## src/rtl/qws_pkg.sv

```systemverilog
// Package for the quoted word splitter: byte codes, position limits,
// the classified byte type and the word phase encoding. No dependencies.
package qws_pkg;

  localparam int LINE_MAX = 1024;
  localparam int POS_W    = 10;
  localparam int CNT_W    = 7;
  localparam int IDX_W    = 6;

  localparam logic [POS_W-1:0] POS_MAX  = POS_W'(LINE_MAX - 1);
  localparam logic [CNT_W-1:0] ARGS_MAX = 7'd64;

  localparam logic [7:0] CH_NUL = 8'h00;
  localparam logic [7:0] CH_TAB = 8'h09;
  localparam logic [7:0] CH_CR  = 8'h0D;
  localparam logic [7:0] CH_SP  = 8'h20;
  localparam logic [7:0] CH_DQ  = 8'h22;
  localparam logic [7:0] CH_SQ  = 8'h27;

  // One byte reduced to what the word tracker needs.
  typedef struct packed {
    logic nul;
    logic blank;
    logic dquote;
    logic squote;
  } cls_t;

  typedef enum logic [1:0] {
    PH_IDLE   = 2'd0,
    PH_WORD   = 2'd1,
    PH_QUOTED = 2'd2
  } phase_t;

endpackage

```

## src/rtl/qws_if.sv

```systemverilog
// Valid/ready channel interfaces for the quoted word splitter.
// Depends on qws_pkg for field widths.
interface qws_in_if;
  logic       valid;
  logic       ready;
  logic [7:0] ch;

  modport source(output valid, output ch, input ready);
  modport sink(input valid, input ch, output ready);
endinterface

interface qws_out_if;
  logic                        valid;
  logic                        ready;
  logic                        word_valid;
  logic [qws_pkg::POS_W-1:0]   word_start;
  logic [qws_pkg::POS_W-1:0]   word_length;
  logic [qws_pkg::IDX_W-1:0]   word_index;
  logic                        line_done;
  logic [qws_pkg::CNT_W-1:0]   word_count;
  logic                        line_overflow;

  modport source(output valid, output word_valid, output word_start, output word_length,
                 output word_index, output line_done, output word_count,
                 output line_overflow, input ready);
  modport sink(input valid, input word_valid, input word_start, input word_length,
               input word_index, input line_done, input word_count,
               input line_overflow, output ready);
endinterface

```

## src/rtl/qws_front.sv

```systemverilog
// Front end: takes byte transfers and classifies each byte for the queue.
// Depends on qws_pkg and qws_if.
module qws_front (
  qws_in_if.sink        chars,
  input  logic          full,
  output logic          push,
  output qws_pkg::cls_t item
);
  import qws_pkg::*;

  assign chars.ready = !full;
  assign push        = chars.valid && !full;

  always_comb begin
    item.nul    = (chars.ch == CH_NUL);
    item.blank  = chars.ch inside {[CH_TAB:CH_CR], CH_SP};
    item.dquote = (chars.ch == CH_DQ);
    item.squote = (chars.ch == CH_SQ);
  end
endmodule

```

## src/rtl/qws_queue.sv

```systemverilog
// Short FIFO of classified bytes between front and back end.
// Depends on qws_pkg.
module qws_queue #(
  parameter int DEPTH = 4
) (
  input  logic          clk,
  input  logic          rst,
  input  logic          push,
  input  qws_pkg::cls_t din,
  output logic          full,
  input  logic          pop,
  output logic          valid,
  output qws_pkg::cls_t dout
);
  import qws_pkg::*;

  localparam int AW = (DEPTH > 1) ? $clog2(DEPTH) : 1;
  localparam int CW = $clog2(DEPTH + 1);
  localparam logic [AW-1:0] LAST = AW'(DEPTH - 1);

  cls_t          mem [DEPTH];
  logic [AW-1:0] wr_ptr;
  logic [AW-1:0] rd_ptr;
  logic [CW-1:0] fill;

  logic do_push;
  logic do_pop;

  assign full    = (fill == CW'(DEPTH));
  assign valid   = (fill != '0);
  assign dout    = mem[rd_ptr];
  assign do_push = push && !full;
  assign do_pop  = pop && valid;

  always_ff @(posedge clk) begin
    if (do_push) begin
      mem[wr_ptr] <= din;
    end
  end

  always_ff @(posedge clk) begin
    if (rst) begin
      wr_ptr <= '0;
      rd_ptr <= '0;
      fill   <= '0;
    end else begin
      if (do_push) begin
        wr_ptr <= (wr_ptr == LAST) ? '0 : wr_ptr + AW'(1);
      end
      if (do_pop) begin
        rd_ptr <= (rd_ptr == LAST) ? '0 : rd_ptr + AW'(1);
      end
      if (do_push && !do_pop) begin
        fill <= fill + CW'(1);
      end else if (do_pop && !do_push) begin
        fill <= fill - CW'(1);
      end
    end
  end
endmodule

```

## src/rtl/qws_back.sv

```systemverilog
// Back end: word tracking state machine and the result output register.
// Depends on qws_pkg and qws_if.
module qws_back (
  input  logic                        clk,
  input  logic                        rst,
  input  logic                        q_valid,
  input  qws_pkg::cls_t               q_item,
  output logic                        q_pop,
  input  logic [qws_pkg::CNT_W-1:0]   max_args,
  qws_out_if.source                   words
);
  import qws_pkg::*;

  phase_t             phase;
  phase_t             phase_next;
  logic               quote_single;
  logic [POS_W-1:0]   position;
  logic [POS_W-1:0]   word_begin;
  logic [CNT_W-1:0]   count;
  logic               overflowed;

  logic [CNT_W-1:0]   limit;
  logic               take;
  logic               under;
  logic               in_word;
  logic               ends_q;
  logic               pos_at_max;
  logic               is_quote;
  logic               end_word;
  logic               done_word;
  logic               emit;
  logic               r_valid;
  logic [POS_W-1:0]   r_len;
  logic [CNT_W-1:0]   r_count;
  logic               r_ovf;

  assign limit      = (max_args > ARGS_MAX) ? ARGS_MAX : max_args;
  assign take       = q_valid && (!words.valid || words.ready);
  assign q_pop      = take;
  assign under      = (count < limit);
  assign in_word    = (phase == PH_WORD) || (phase == PH_QUOTED);
  assign ends_q     = quote_single ? q_item.squote : q_item.dquote;
  assign pos_at_max = (position == POS_MAX);
  assign is_quote   = q_item.dquote || q_item.squote;

  // next phase
  always_comb begin
    phase_next = phase;
    if (q_item.nul) begin
      phase_next = PH_IDLE;
    end else if (under) begin
      case (phase)
        PH_WORD: begin
          if (q_item.blank) phase_next = PH_IDLE;
        end
        PH_QUOTED: begin
          if (ends_q) phase_next = PH_IDLE;
        end
        default: begin
          if (!q_item.blank) phase_next = is_quote ? PH_QUOTED : PH_WORD;
        end
      endcase
    end
  end

  // result fields
  always_comb begin
    end_word  = !q_item.nul && under &&
                (((phase == PH_WORD) && q_item.blank) || ((phase == PH_QUOTED) && ends_q));
    done_word = q_item.nul && in_word && under;
    emit      = end_word || q_item.nul;
    r_valid   = end_word || done_word;
    r_len     = (position >= word_begin) ? position - word_begin : '0;
    r_count   = r_valid ? count + CNT_W'(1) : count;
    r_ovf     = q_item.nul ? overflowed : (overflowed || pos_at_max);
  end

  always_ff @(posedge clk) begin
    if (rst) begin
      phase        <= PH_IDLE;
      quote_single <= 1'b0;
      position     <= '0;
      word_begin   <= '0;
      count        <= '0;
      overflowed   <= 1'b0;
    end else if (take) begin
      phase <= phase_next;
      if (q_item.nul) begin
        quote_single <= 1'b0;
        position     <= '0;
        word_begin   <= '0;
        count        <= '0;
        overflowed   <= 1'b0;
      end else begin
        if (pos_at_max) begin
          overflowed <= 1'b1;
        end else begin
          position <= position + POS_W'(1);
        end
        if (end_word) begin
          count <= r_count;
        end
        if (under && !in_word && !q_item.blank) begin
          if (is_quote) begin
            quote_single <= q_item.squote;
            word_begin   <= pos_at_max ? POS_MAX : position + POS_W'(1);
          end else begin
            word_begin <= position;
          end
        end
      end
    end
  end

  // output register
  always_ff @(posedge clk) begin
    if (rst) begin
      words.valid <= 1'b0;
    end else if (take && emit) begin
      words.valid <= 1'b1;
    end else if (words.ready) begin
      words.valid <= 1'b0;
    end
  end

  always_ff @(posedge clk) begin
    if (take && emit) begin
      words.word_valid    <= r_valid;
      words.word_start    <= r_valid ? word_begin : '0;
      words.word_length   <= r_valid ? r_len : '0;
      words.word_index    <= r_valid ? count[IDX_W-1:0] : '0;
      words.line_done     <= q_item.nul;
      words.word_count    <= r_count;
      words.line_overflow <= r_ovf;
    end
  end
endmodule

```

## src/rtl/quoted_word_splitter.sv

```systemverilog
// Top level of the quoted word splitter: config register, front end,
// byte queue and back end. Depends on qws_pkg, qws_if and the qws_* modules.
//
// Usage
//   chars : one byte of a command line per transfer; a zero byte ends the line.
//   words : one result per finished word, plus one per line terminator
//           (line_done = 1), which also carries any word still open at the end.
//   cfg_we/cfg_data : writes max_args (words to extract before the rest of
//           the line is skipped); values above 64 act as 64. Write only
//           while the block is idle.
// Timing
//   A byte transfer is registered into the byte queue, then passes through the
//   word tracker into the output register. Throughput is one byte per cycle
//   while a stalled result does not hold the back end, set by the state
//   update in the back end.
// Reset
//   rst empties the queue, clears the output valid and the line state,
//   and sets max_args to 64.
// Stall
//   While words.ready is low the output register holds its result; the back
//   end stops popping and the queue (QDEPTH bytes) keeps taking bytes until
//   full, at which point chars.ready drops.
module quoted_word_splitter #(
  parameter int QDEPTH = 4
) (
  input  logic                        clk,
  input  logic                        rst,
  input  logic                        cfg_we,
  input  logic [qws_pkg::CNT_W-1:0]   cfg_data,
  qws_in_if.sink                      chars,
  qws_out_if.source                   words
);
  import qws_pkg::*;

  logic [CNT_W-1:0] max_args;   // word limit register

  logic q_push;
  logic q_full;
  logic q_pop;
  logic q_valid;
  cls_t f_item;                 // classified byte from the front end
  cls_t q_item;                 // head of the queue

  always_ff @(posedge clk) begin
    if (rst) begin
      max_args <= ARGS_MAX;
    end else if (cfg_we) begin
      max_args <= cfg_data;
    end
  end

  qws_front u_front (
    .chars (chars),
    .full  (q_full),
    .push  (q_push),
    .item  (f_item)
  );

  qws_queue #(
    .DEPTH (QDEPTH)
  ) u_queue (
    .clk   (clk),
    .rst   (rst),
    .push  (q_push),
    .din   (f_item),
    .full  (q_full),
    .pop   (q_pop),
    .valid (q_valid),
    .dout  (q_item)
  );

  qws_back u_back (
    .clk      (clk),
    .rst      (rst),
    .q_valid  (q_valid),
    .q_item   (q_item),
    .q_pop    (q_pop),
    .max_args (max_args),
    .words    (words)
  );
endmodule

```

## src/flat_wrapper.sv

```systemverilog
// flat-port wrapper written by rule: the top's interface ports become plain ports
module quoted_word_splitter_flat import qws_pkg::*;
#(
  parameter int QDEPTH = 4
)
  (clk, rst, cfg_we, cfg_data, chars_valid, chars_ch, chars_ready, words_valid, words_word_valid, words_word_start, words_word_length, words_word_index, words_line_done, words_word_count, words_line_overflow, words_ready);
  qws_in_if chars_i ();
  qws_out_if words_i ();
  input  logic clk;
  input  logic rst;
  input  logic cfg_we;
  input  logic [qws_pkg::CNT_W-1:0] cfg_data;
  input wire logic [$bits(chars_i.valid)-1:0] chars_valid;
  input wire logic [$bits(chars_i.ch)-1:0] chars_ch;
  output wire logic [$bits(chars_i.ready)-1:0] chars_ready;
  output wire logic [$bits(words_i.valid)-1:0] words_valid;
  output wire logic [$bits(words_i.word_valid)-1:0] words_word_valid;
  output wire logic [$bits(words_i.word_start)-1:0] words_word_start;
  output wire logic [$bits(words_i.word_length)-1:0] words_word_length;
  output wire logic [$bits(words_i.word_index)-1:0] words_word_index;
  output wire logic [$bits(words_i.line_done)-1:0] words_line_done;
  output wire logic [$bits(words_i.word_count)-1:0] words_word_count;
  output wire logic [$bits(words_i.line_overflow)-1:0] words_line_overflow;
  input wire logic [$bits(words_i.ready)-1:0] words_ready;
  assign chars_i.valid = chars_valid;
  assign chars_i.ch = chars_ch;
  assign chars_ready = chars_i.ready;
  assign words_valid = words_i.valid;
  assign words_word_valid = words_i.word_valid;
  assign words_word_start = words_i.word_start;
  assign words_word_length = words_i.word_length;
  assign words_word_index = words_i.word_index;
  assign words_line_done = words_i.line_done;
  assign words_word_count = words_i.word_count;
  assign words_line_overflow = words_i.line_overflow;
  assign words_i.ready = words_ready;
  quoted_word_splitter #(.QDEPTH(QDEPTH)) u_core (.clk(clk), .rst(rst), .cfg_we(cfg_we), .cfg_data(cfg_data), .chars(chars_i), .words(words_i));
endmodule
```

## config.mk

```make
export PLATFORM = sky130hd
export DESIGN_NAME = quoted_word_splitter_flat
export DESIGN_NICKNAME = d
export VERILOG_FILES = /design/src/rtl/qws_pkg.sv /design/src/rtl/qws_if.sv /design/src/rtl/qws_front.sv /design/src/rtl/qws_queue.sv /design/src/rtl/qws_back.sv /design/src/rtl/quoted_word_splitter.sv /design/src/flat_wrapper.sv
export SDC_FILE = /design/constraint.sdc
export NUM_CORES = 1
export LEC_CHECK = 0
export BUFFER_PORTS_ARGS = -buffer_cell sky130_fd_sc_hd__buf_4
export CORE_ASPECT_RATIO = 1.5
export CORE_MARGIN = 4
export CORE_UTILIZATION = 55
export CTS_CLUSTER_SIZE = 24
export DETAILED_ROUTE_END_ITERATION = 8
export GPL_TIMING_DRIVEN = 0
export PLACE_DENSITY = 0.76
export SLEW_MARGIN = 20
export SYNTH_ARGS = -nofsm -noshare
export SYNTH_HDL_FRONTEND = slang
export SYNTH_SLANG_ARGS = --single-unit
```

## constraint.sdc

```tcl
create_clock -name clk -period 3.7 [get_ports clk]
set_input_delay 0 -clock clk [delete_from_list [all_inputs] [get_ports clk]]
set_output_delay 0 -clock clk [all_outputs]
set_load 0.01 [all_outputs]
```

==> impl_metrics.csv <==
group,metric,value,unit
placed_design,port-buffer-count,55,
drt,wl_met1,4.13,mm
die,start_util,56.9,%
yosys,synth_flop_cell,"edfxtp_1",
final_layout,multi_input_area,2340,sq um
clocking,numCtsBuffers,9,
final_layout,drive_gt1_share,16.4,%
yosys,synth-edff-count,52,
placed_design,dp_hpwl,7.75,mm
yosys,netlist_area,5060,sq um
global_routing,grt_pass1_wl,17.2,mm
drt,top_layer,"met4",
power_and_ir_drop,power.density,683,nW/um^2
drt,drtAntennaViolNets,0,
global_routing,grt_max_degree,40,
final_layout,area_growth,18.0,%
worst_setup_path,critical_path_class,"reg -> reg",
yosys,async_flop_share,0,%
worst_setup_path,crit_path_end_kind,"flop",
yosys,syn_nets,528,
yosys,netlist_instances,480,
drt,num_vias,3841,
timing,grt_setup_unrepaired,"false",
final_layout,register_area,2520,sq um
final_layout,final_cell_mix,"buf_4, edfxtp_1, dfxtp_1",
worst_setup_path,cp.required,3.67,ns
worst_setup_path,worstPathMaxFanout,39,
worst_setup_path,cp-startpoint,"u_core.max_args[6]$_SDFFE_PP1P_",
drt,route.met2.wl,5.64,mm
hold_path,hold_end,"u_core.u_queue.mem[3][1]$_DFFE_PP_",
drt,vias_per_cell,5.72,
timing,worstMarginPinSlew,0.754,ns
global_routing,grtUsageTotal,20.0,%
die,rows,42,
timing,setup_viol,0,
drt,wl_per_cell,15.5,um
clocking,cts_setup_buffers,0,
worst_setup_path,r2r-start,"u_core.max_args[6]$_SDFFE_PP1P_",
power_and_ir_drop,p_leak,0.00233,uW
die,dieHeight,125,um
hold_path,hp-start,"chars_ch[0]",
die,fp.dieArea,10800,sq um
hold_path,hold_class,"in -> reg",
timing,period_needed,2.86,ns
timing,slew-limit-headroom,49.6,%
clocking,cts_tree,"built",
final_layout,final_common_cell,"buf_4",
worst_setup_path,r2r_slack,0.84,ns
drt,drt_iter0_markers,204,
power_and_ir_drop,vdd_drop_max,0.390,mV
power_and_ir_drop,totalPowerFinal,4080,uW
worst_setup_path,arrival,2.83,ns
timing,slew_viol_final,0,
worst_setup_path,start_kind,"flop",
clocking,htree_levels,3,
worst_setup_path,timing.rr.end,"u_core.u_back.words.line_overflow$_DFFE_PP_",
global_routing,grt-ovfl-total,0,
timing,finalSetupTns,0,ns
global_routing,grt_pass1_vias,3714,
timing,fin_crit_sh,77.4,%
timing,worst_hold_slack,0.0199,ns
global_routing,antenna_found_initial,0,
job,max_cap_viol_count,0,
hold_path,min_path_cells,2,
placed_design,place_congestion,0.925,
drt,wl,10.4,mm
final_layout,insertedDiodeCount,0,
yosys,yosys_register_bits,100,
die,core-area,8880,sq um
clocking,clock_sinks,100,
die,fp.dieW,86.3,um
yosys,yosysWarnings,0,
timing,fin_skew,0.00873,ns
clocking,clock_latency,0.35,ns
clocking,clk_pin_slew_worst_paths,0.06,ns
die,io_pins,58,
timing,max_freq,0.349,GHz
drt,first_pass_iters,5,
timing,hold_viol,0,
drt,met3WireLength,415,um
yosys,avgSynthCellArea,10.5,sq um
final_layout,fillers,695,
clocking,clk_path_buf_depth,2,
clocking,root_buffer,"clkbuf_16",
final_layout,final_util,67.2,%
yosys,seq_area_frac_synth,49.9,%
drt,drc,0,
final_layout,fin_nets,604,
yosys,synth.distinct_cells,62,
worst_setup_path,r2r_cells,9,
run_status,status,"finished, final reports clean",
==> power by group <==
part	switching, uW	internal, uW	leakage (uW)
combinational	956	661	0.00133
sequential	112	1500	0.000871
clock	370	476	0.000125
==> what timing repair did <==
action	in CTS	in global routing
resized for setup	0	0
endpoints found under the hold margin	12	0
hold buffers	10	0
==> kinds of logic after synthesis <==
| group | count (synthesis) | share of synthesized area, % |
|---|---|---|
| AOI/OAI and AO/OA | 108 | 13.5 |
| muxes | 19 | 5.74 |
| and+or+nand+nor | 167 | 17.5 |
| DFF | 100 | 49.9 |
| xor gates and xnor gates | 13 | 2.25 |
| adders and majority gates | 28 | 7.23 |
| buffers and inverters | 45 | 3.89 |
==> final cells by class <==
type                            instances  area share [%]
Buffer                                 19            1.66
Clock buffer                           16            4.38
Inverter                               26            1.64
Multi-Input combinational cell        335            39.2
Sequential cell                       100            42.3
Tap cell                              110            2.31
Timing Repair Buffer                   65            8.60
==> routing by layer <==
| layer | up-vias | track usage (%) |
|---|---|---|
| met3 | 20 | 5.27 |
| met5 | - | 0 |
| li1 | 1907 | - |
| met2 | 81 | 35.9 |
| met4 | 0 | 7.80 |
| met1 | 1833 | 22.1 |
==> worst max-delay path by stage <==
| stage | end | slack [ns] | depth (start not counted) |
|---|---|---|---|
| after floorplan | u_core.u_back.words.line_done$_DFFE_PP_ | 0.91 | 9 |
| after CTS | u_core.u_back.words.line_overflow$_DFFE_PP_ | 0.82 | 9 |
| final | u_core.u_back.words.line_overflow$_DFFE_PP_ | 0.84 | 9 |
| after global placement | u_core.u_back.words.line_overflow$_DFFE_PP_ | 0.44 | 9 |
| after global routing | u_core.u_back.count[3]$_SDFFE_PP0P_ | 0.52 | 10 |
| after detailed placement | u_core.u_back.words.line_overflow$_DFFE_PP_ | 0.84 | 9 |
==> Yosys cell counts (all sizes together) (7+ instances only) <==
master   n  area (sq um)
edfxtp  52          1560
dfxtp   48           961
nor2    42           158
a21oi   39           199
nand2   29           111
ha      26           325
inv     26          97.6
and2    23           144
o21ai   23           119
and3    16           100
clkbuf  12          46.3
nand3   12          60.1
a31oi    9          56.3
mux2i    9           103
xnor2    8          70.1
buf      7          52.5
nand2b   7          43.8
nand4    7          58.8
==> worst max-delay path, stage by stage, from the launching register on <==
cell and delay (ns):
dfxtp_1 0.32, inv_1 0.16, nand2_1 0.08, ha_1 0.30, a21o_1 0.18, a21o_1 0.21
a21oi_1 0.28, a21oi_1 0.10, nand2b_1 0.25, inv_2 0.60
==> through the flow <==
| step | instances | worst slack [ns] | cell area, sq um |
|---|---|---|---|
| floorplan | 480 | 0.906 | 5060 |
| global placement | 645 | 0.444 | 5610 |
| detailed placement | 645 | 0.838 | 5610 |
| CTS | 671 | 0.818 | 5970 |
| global route | 671 | 0.523 | 5970 |
| finish | 671 | 0.836 | 5970 |
==> registers in the layout, indices dropped and copies added, names as in the netlist, 2 cells and up, named ones only <==
signal,count
u_core.u_queue.fill,3
u_core.u_back.phase,2
u_core.max_args,7
u_core.u_back.words.word_length,10
u_core.u_queue.rd_ptr,2
u_core.u_back.words.word_index,6
u_core.u_queue.wr_ptr,2
u_core.u_back.position,10
u_core.u_back.words.word_start,10
u_core.u_back.words.word_count,7
u_core.u_queue.mem,16
u_core.u_back.word_begin,10
u_core.u_back.count,7
Note: power is estimated with default switching activity, not from simulation.
